$ cat config.mk
export PLATFORM = sky130hd
export DESIGN_NAME = quad_to_double_double_convert
export DESIGN_NICKNAME = d
export VERILOG_FILES = /design/src/design/qdd_pkg.sv /design/src/design/qdd_decode.sv /design/src/design/qdd_lzc.sv /design/src/design/qdd_pack.sv /design/src/design/quad_to_double_double_convert.sv
export VERILOG_INCLUDE_DIRS = /design/src /design/src/design
export SDC_FILE = /design/constraint.sdc
export NUM_CORES = 1
export LEC_CHECK = 0
export ABC_AREA = 1
export BUFFER_PORTS_ARGS = -buffer_cell sky130_fd_sc_hd__buf_2
export CAP_MARGIN = 40
export CORE_MARGIN = 10
export CORE_UTILIZATION = 55
export DETAILED_ROUTE_END_ITERATION = 6
export PLACE_DENSITY = 0.77
export SLEW_MARGIN = 20
export SYNTH_ARGS = -nofsm -noshare
export SYNTH_HDL_FRONTEND = slang
export SYNTH_SLANG_ARGS = --single-unit
export TNS_END_PERCENT = 10
$ cat constraint.sdc
create_clock -name clk -period 8.95 [get_ports clk]
set_input_delay 1.3425 -clock clk [delete_from_list [all_inputs] [get_ports clk]]
set_output_delay 1.3425 -clock clk [all_outputs]
set_load 0.05 [all_outputs]
$ cat src/design/quad_to_double_double_convert_macros.svh
// Assertion helpers shared by the converter.
`ifndef QUAD_TO_DOUBLE_DOUBLE_CONVERT_MACROS_SVH
`define QUAD_TO_DOUBLE_DOUBLE_CONVERT_MACROS_SVH

// Same-cycle implication, disabled during reset.
`define QDD_ASSERT_NOW(label, clk, rst, ante, cons) \
  label: assert property (@(posedge clk) disable iff (rst) (ante) |-> (cons)) \
    else $error("qdd assertion failed");

// Next-cycle implication, disabled during reset.
`define QDD_ASSERT_NEXT(label, clk, rst, ante, cons) \
  label: assert property (@(posedge clk) disable iff (rst) (ante) |=> (cons)) \
    else $error("qdd assertion failed");

`endif

$ cat src/design/qdd_pkg.sv
package qdd_pkg;

  localparam int QUAD_EXP_MAX = 32767;
  localparam int QUAD_BIAS    = 16383;
  localparam int DBL_EXP_MAX  = 2047;
  localparam int DBL_BIAS     = 1023;
  localparam int LOWER_OFFSET = 53;

  // Quad exponent thresholds (biased).
  localparam logic [14:0] QEXP_ALL_ONES = 15'(QUAD_EXP_MAX);
  localparam logic [14:0] QEXP_UNF      = 15'(QUAD_BIAS - DBL_BIAS);
  localparam logic [14:0] QEXP_OVF      = 15'(QUAD_BIAS - DBL_BIAS + DBL_EXP_MAX);
  localparam logic [14:0] QEXP_LOW      = 15'(QUAD_BIAS - DBL_BIAS + LOWER_OFFSET);
  localparam logic [10:0] DEXP_ALL_ONES = 11'(DBL_EXP_MAX);

  typedef struct packed {
    logic        sign;
    logic [63:0] upper;
    logic        lower_en;
    logic [10:0] e2;
    logic [59:0] mant;
  } dec_t;

  typedef struct packed {
    logic        sign;
    logic [63:0] upper;
    logic        lower_en;
    logic [10:0] e2;
    logic [59:0] mant;
    logic [5:0]  lz;
  } lzc_t;

  typedef struct packed {
    logic [63:0] upper;
    logic [63:0] lower;
  } res_t;

  // Leading zeros of a nonzero 60-bit word (59 for a lone LSB).
  function automatic logic [5:0] lead_zeros(input logic [59:0] v);
    logic [5:0] n;
    n = 6'd0;
    for (int i = 0; i < 60; i++) begin
      if (v[i]) begin
        n = 6'(59 - i);
      end
    end
    return n;
  endfunction

endpackage

$ cat src/design/qdd_decode.sv
module qdd_decode (
  input  logic             clk,
  input  logic             rst,
  input  logic             up_valid,
  output logic             up_ready,
  input  logic [63:0]      quad_high,
  input  logic [63:0]      quad_low,
  output logic             dn_valid,
  input  logic             dn_ready,
  output qdd_pkg::dec_t    dn_data
);
  import qdd_pkg::*;

  logic        sign;
  logic [14:0] qexp;
  logic [51:0] frac_hi;
  logic [59:0] mant;
  dec_t        dec_next;

  assign sign    = quad_high[63];
  assign qexp    = quad_high[62:48];
  assign frac_hi = {quad_high[47:0], quad_low[63:60]};
  assign mant    = quad_low[59:0];

  always_comb begin
    dec_next          = '0;
    dec_next.sign     = sign;
    dec_next.mant     = mant;
    dec_next.e2       = 11'(qexp - QEXP_LOW);
    dec_next.upper    = {sign, 63'd0};
    dec_next.lower_en = 1'b0;
    if (qexp == QEXP_ALL_ONES) begin
      // keep NaN a NaN when only low fraction bits are set
      dec_next.upper = {sign, DEXP_ALL_ONES,
                        ((frac_hi == '0) && (mant != '0)) ? 52'd1 : frac_hi};
    end else if (qexp == '0) begin
      dec_next.upper = {sign, 63'd0};
    end else if (qexp >= QEXP_OVF) begin
      dec_next.upper = {sign, DEXP_ALL_ONES, 52'd0};
    end else if (qexp <= QEXP_UNF) begin
      dec_next.upper = {sign, 63'd0};
    end else begin
      dec_next.upper    = {sign, 11'(qexp - QEXP_UNF), frac_hi};
      dec_next.lower_en = (mant != '0) && (qexp > QEXP_LOW);
    end
  end

  assign up_ready = !dn_valid || dn_ready;

  always_ff @(posedge clk) begin
    if (rst) begin
      dn_valid <= 1'b0;
    end else if (up_ready) begin
      dn_valid <= up_valid;
    end
  end

  always_ff @(posedge clk) begin
    if (up_ready && up_valid) begin
      dn_data <= dec_next;
    end
  end

endmodule

$ cat src/design/qdd_lzc.sv
module qdd_lzc (
  input  logic             clk,
  input  logic             rst,
  input  logic             up_valid,
  output logic             up_ready,
  input  qdd_pkg::dec_t    up_data,
  output logic             dn_valid,
  input  logic             dn_ready,
  output qdd_pkg::lzc_t    dn_data
);
  import qdd_pkg::*;

  lzc_t lzc_next;

  always_comb begin
    lzc_next.sign     = up_data.sign;
    lzc_next.upper    = up_data.upper;
    lzc_next.lower_en = up_data.lower_en;
    lzc_next.e2       = up_data.e2;
    lzc_next.mant     = up_data.mant;
    lzc_next.lz       = lead_zeros(up_data.mant);
  end

  assign up_ready = !dn_valid || dn_ready;

  always_ff @(posedge clk) begin
    if (rst) begin
      dn_valid <= 1'b0;
    end else if (up_ready) begin
      dn_valid <= up_valid;
    end
  end

  always_ff @(posedge clk) begin
    if (up_ready && up_valid) begin
      dn_data <= lzc_next;
    end
  end

endmodule

$ cat src/design/qdd_pack.sv
module qdd_pack (
  input  logic             clk,
  input  logic             rst,
  input  logic             up_valid,
  output logic             up_ready,
  input  qdd_pkg::lzc_t    up_data,
  output logic             dn_valid,
  input  logic             dn_ready,
  output qdd_pkg::res_t    dn_data
);
  import qdd_pkg::*;

  logic [59:0] norm;
  logic [11:0] e_lo;
  res_t        res_next;

  assign norm = up_data.mant << up_data.lz;
  assign e_lo = {1'b0, up_data.e2} - {6'd0, up_data.lz};

  always_comb begin
    res_next.upper = up_data.upper;
    if (up_data.lower_en && !e_lo[11] && (e_lo != '0)) begin
      // hidden bit norm[59] dropped
      res_next.lower = {up_data.sign, e_lo[10:0], norm[58:7]};
    end else begin
      res_next.lower = {up_data.sign, 63'd0};
    end
  end

  assign up_ready = !dn_valid || dn_ready;

  always_ff @(posedge clk) begin
    if (rst) begin
      dn_valid <= 1'b0;
    end else if (up_ready) begin
      dn_valid <= up_valid;
    end
  end

  always_ff @(posedge clk) begin
    if (up_ready && up_valid) begin
      dn_data <= res_next;
    end
  end

endmodule

$ cat src/design/quad_to_double_double_convert.sv
// Binary128 to double-double converter.
// Input channel: quad_valid/quad_ready carry one request of a quad value split
//   into quad_high (sign, exponent, top 48 fraction bits) and quad_low.
// Output channel: dd_valid/dd_ready carry upper_double and lower_double, one
//   result per request, in request order.
// Path: an accepted request passes through the decode, leading-zero count and
//   normalize/pack register stages, in that order, before dd_valid rises.
// Throughput: one request per cycle while dd_ready stays high; each stage has its
//   own valid bit and accepts when empty or when its successor takes its contents.
// Stall: with dd_ready low the pipeline fills and quad_ready drops after
//   three held requests; nothing is lost or repeated.
// Reset (rst, synchronous): clears all stage valid bits; data registers are
//   left as they are. No other state exists.
// Specials: Inf/NaN keep a nonzero NaN fraction; quad denormals, exponent
//   underflow and an empty or out-of-range low part give signed zero;
//   exponent overflow gives signed infinity.
module quad_to_double_double_convert (
  input  logic        clk,
  input  logic        rst,
  input  logic        quad_valid,
  output logic        quad_ready,
  input  logic [63:0] quad_high,
  input  logic [63:0] quad_low,
  output logic        dd_valid,
  input  logic        dd_ready,
  output logic [63:0] upper_double,
  output logic [63:0] lower_double
);
  import qdd_pkg::*;

  `include "quad_to_double_double_convert_macros.svh"

  logic  dec_valid;
  logic  dec_ready;
  dec_t  dec_data;
  logic  lzc_valid;
  logic  lzc_ready;
  lzc_t  lzc_data;
  res_t  res_data;

  // stage 1: classify exponent, build upper double
  qdd_decode u_decode (
    .clk       (clk),
    .rst       (rst),
    .up_valid  (quad_valid),
    .up_ready  (quad_ready),
    .quad_high (quad_high),
    .quad_low  (quad_low),
    .dn_valid  (dec_valid),
    .dn_ready  (dec_ready),
    .dn_data   (dec_data)
  );

  // stage 2: leading-zero count of the 60 low fraction bits
  qdd_lzc u_lzc (
    .clk      (clk),
    .rst      (rst),
    .up_valid (dec_valid),
    .up_ready (dec_ready),
    .up_data  (dec_data),
    .dn_valid (lzc_valid),
    .dn_ready (lzc_ready),
    .dn_data  (lzc_data)
  );

  // stage 3: normalize, adjust exponent, pack lower double
  qdd_pack u_pack (
    .clk      (clk),
    .rst      (rst),
    .up_valid (lzc_valid),
    .up_ready (lzc_ready),
    .up_data  (lzc_data),
    .dn_valid (dd_valid),
    .dn_ready (dd_ready),
    .dn_data  (res_data)
  );

  assign upper_double = res_data.upper;
  assign lower_double = res_data.lower;

  // an accepted request always lands in the decode stage
  `QDD_ASSERT_NEXT(a_enter, clk, rst, quad_valid && quad_ready, dec_valid)
  // both halves share the input sign
  `QDD_ASSERT_NOW(a_sign, clk, rst, dd_valid, upper_double[63] == lower_double[63])
  // a live low part implies a finite, normal upper part
  `QDD_ASSERT_NOW(a_lower_normal, clk, rst, dd_valid && (lower_double[62:52] != '0),
    (upper_double[62:52] != '0) && (upper_double[62:52] != DEXP_ALL_ONES))
  // a zero upper exponent is always a flushed signed zero
  `QDD_ASSERT_NOW(a_flush, clk, rst, dd_valid && (upper_double[62:52] == '0),
    (upper_double[51:0] == '0) && (lower_double[62:0] == '0))

endmodule
==> metrics.md <==
| Metric | Value |
|---|---|
| EDFF count, synth | 404 |
| DR iter-0 viols | 922 |
| FF+latch count, synth | 407 |
| H-Tree Depth | 2 |
| Post-synth net total | 1,791 |
| Power Dens Cells | between 200 and 250 nW/um2 |
| Initial core utilization | ~56% |
| Fill cells | 2,359 |
| Max VDD drop | 172 uV |
| Period utilization | 50.6% |
| Synth warn | 0 |
| Tmin final | 4.53 ns |
| Crit Path Category | flip-flop to flip-flop |
| Cell area after synthesis | 17,900 um2 |
| Number of routed nets with antenna violations | 0 |
| F_max | 221 MHz |
| Final GP Congestion | 0.916 |
| # hold bufs at CTS | 0 |
| Cell Area, Placed | 19,700 um2 |
| CTS Root Cell | clkbuf_16 |
| Skew final | 0.0314 ns |
| Main combinational cell family by area after synthesis | simple AND/OR/NAND/NOR gates |
| Crit start category | flip-flop |
| Hold Vio Cnt, Final | 0 |
| Num Clock Sinks | 407 |
| Vias | 12,500 |
| Max-Cap Viols | 0 |
| Total CTS buffers | about 40 |
| Setup_tns | 0 ns |
| Worst-path fanout max | 58 |
| Area share of fa/ha/maj cells after synthesis | 0.741% |
| Leading area contributor after synthesis | edfxtp_1 |
| Die area | 40,200 um2 |
| Post-DP HPWL | 32,200 um |
| Reg-to-reg setup timing slack | 4.42 ns |
| Worst setup endpoint | u_pack.dn_data[40] |
| Final-stage net count | 2,044 |
| I/O pins | 262 |
| Slew HR | 48.0% |
| Worst-path clk slew | about 0.060 ns |
| Hold slack | 0.404 ns |
| Residual DRC count | 0 |
| Core Region | between 30,000 and 40,000 um2 |
| I/O Buffers | 261 |
| Drt via density | 5.28 |
| R2R depth | 17 |
| Post-Synth Simple-Gate Area | 16.5% |
| Final Setup Violations | 0 |
| Reg area | 12,200 um2 |
| R2R Path Start | u_lzc.dn_data[1] |
| Total grt overflow | 0 |
| Area delta synth->final | 17.6% |
| Yosys top cell area share | 67.8% |
| HP Class | flip-flop to flip-flop |
| Post-cts resize count | 0 |
| RSZ-0062 raised after global routing | no |
| LEAKAGE | between 8 and 9 nW |
| Critical Path AT | 4.87 ns |
| Compound-Gate Fraction of Synth Area | 6.92% |
| Status | completed |
| Layout cell share with drive strength beyond 1 | roughly 18% |
| Post-synthesis xor/xnor area fraction | 0.783% |
| Post-synth cell types | 41 |
| Worst-margin pin slew | 0.780 ns |
| DR WL/cell | 18.1 um |
| Longest Clk Path Bufs | 3 |
| Area of the multi-input gates | 4750 um2 |
| Rows | 65 |
| WL final | 43,000 um |
| Post-CTS setup buffer count | 0 |
| Pin count of the biggest net entering global routing | 63 |
| Mux share of post-synthesis cell area | 1.51% |
| Fin area | ~21,000 um2 |
| Worst EP required | ~9.3 ns |
| Area contributors post-synth | edfxtp_1 68%, nand2_1 8.6%, o21ai_0 4.3%, nor2_1 3.7%, inv_1 3.3% |
| Final slew viol count | 0 |
| Synth Area per Inst | 10.9 um2 |
| Die X | 200 um |
| Crit. Startpoint | u_lzc.dn_data[1] |
| Latest clock arrival within the worst-skew pair | 0.55 ns |
| Die Y | ~200 um |
| First-pass DRT Iterations | 6 |
| Ys flop type | edfxtp_1 |
| Initial antenna violation count | 12 |
| GR Util All Layers | about a fifth |
| First-pass GRT wire length | roughly 66,000 um |
| Vias in the first global route | between 10,000 and 15,000 |
| Worst r2r dst | u_pack.dn_data[40] |
| Fraction of registers with async set/reset | 0% |
| Cells after synthesis | between 1,500 and 2,000 |
| CTS tree | yes |
| Crit end category | flip-flop |
| Register area share after synthesis | between 60% and 70% |
synth_stat cells, types with 3 or more instances:
library cell	n
a211oi_1	6
a21oi_1	36
a31oi_1	7
a32o_1	3
buf_1	3
bufinv_8	6
clkbuf_1	66
dfxtp_1	3
edfxtp_1	404
ha_1	9
inv_1	156
inv_2	4
mux2i_1	27
nand2_1	411
nand3_1	81
nand4_1	12
nor2_1	178
nor3_1	9
nor4_1	29
o21ai_0	153
o22ai_1	4
o31ai_1	4
xor2_1	14
how the worst min path moves through the flow:
stage,slack [ns],start,cells after the start,to
final,0.40,u_decode.dn_data[129],0,u_lzc.dn_data[135]
after global routing,0.42,u_lzc.dn_data[124],0,u_pack.dn_data[110]
after CTS,0.41,u_decode.dn_data[129],0,u_lzc.dn_data[135]
after detailed placement,0.40,u_decode.dn_data[115],0,u_lzc.dn_data[121]
after global placement,0.40,u_lzc.dn_data[122],0,u_pack.dn_data[108]
after floorplan,0.40,u_decode.dn_data[94],0,u_lzc.dn_data[100]
cell families (layout without fill, tap and decap cells):
kind of cell	after synthesis	after routing
adders and majority gates	10	10
other	0	8
buffers and inverters	238	524
xor gates and xnor gates	16	16
DFF	407	407
and+or+nand+nor	724	724
muxes	27	27
AOI/OAI and AO/OA	227	227
worst max-delay path, stage by stage (launching register included):
cell and delay, ns:
edfxtp_1 0.32, buf_4 0.43, clkinv_1 0.18, ha_1 0.33, nand2_1 0.07, nor2_1 0.04
a211oi_1 0.28, o21ai_0 0.20, a211o_1 0.32, nor2_1 0.15, nand2_1 0.09, xor2_1 0.16
nand4_1 0.07, nand2_1 0.05, buf_4 0.22, nor2_1 0.53, clkinv_1 0.60, o32ai_1 0.26
layer usage:
metal  wire (um)  GRT usage [%]
met5          82              0
met4         852           5.22
met3        3890           7.19
met2       19500           32.2
met1       18600           27.0
power by group:
part	internal (W)	switching, W	total, W
logic	0.000108	0.000264	0.000372
clock network	0.000939	0.000707	0.00165
registers	0.00219	0.0000336	0.00223
flip-flops by register name, indices dropped and copies added (netlist names):
register	flops
u_pack.dn_data	127
u_lzc.dn_data	141
u_decode.dn_valid	1
u_decode.dn_data	136
u_pack.dn_valid	1
u_lzc.dn_valid	1
layout by cell type (no fill, tap or decap), drive strengths merged, types with 27 or more instances in the layout:
cell type,synthesis,final
nand3,81,81
a21oi,37,37
nand2,411,411
nor4,29,29
o21ai,153,153
buf,4,280
nor2,178,178
clkbuf,66,46
mux2i,27,27
edfxtp,404,404
inv,160,163
through the flow:
step / instances / worst slack [ns] / utilization, % / total power [W]
after global placement: 2289 / 4.67 / 61.7 / 0.00262
after detailed placement: 2293 / 4.48 / 61.9 / 0.00263
final: 2378 / 4.42 / 66.2 / 0.00425
after global routing: 2372 / 3.92 / 66.2 / 0.00440
after floorplan: 1649 / 0.831 / - / 0.00251
after CTS: 2369 / 4.44 / 66.1 / 0.00427
layout make-up:
type / instances / share of cell area, %
Clock inverter: 30 / 1.28
Clock buffer: 46 / 4.96
Timing Repair Buffer: 280 / 7.21
Tap cell: 435 / 2.59
Multi-Input combinational cell: 1004 / 22.5
Sequential cell: 407 / 57.9
Antenna cell: 8 / 0.0951
Inverter: 168 / 3.41
(Power assumes the default switching activity.)
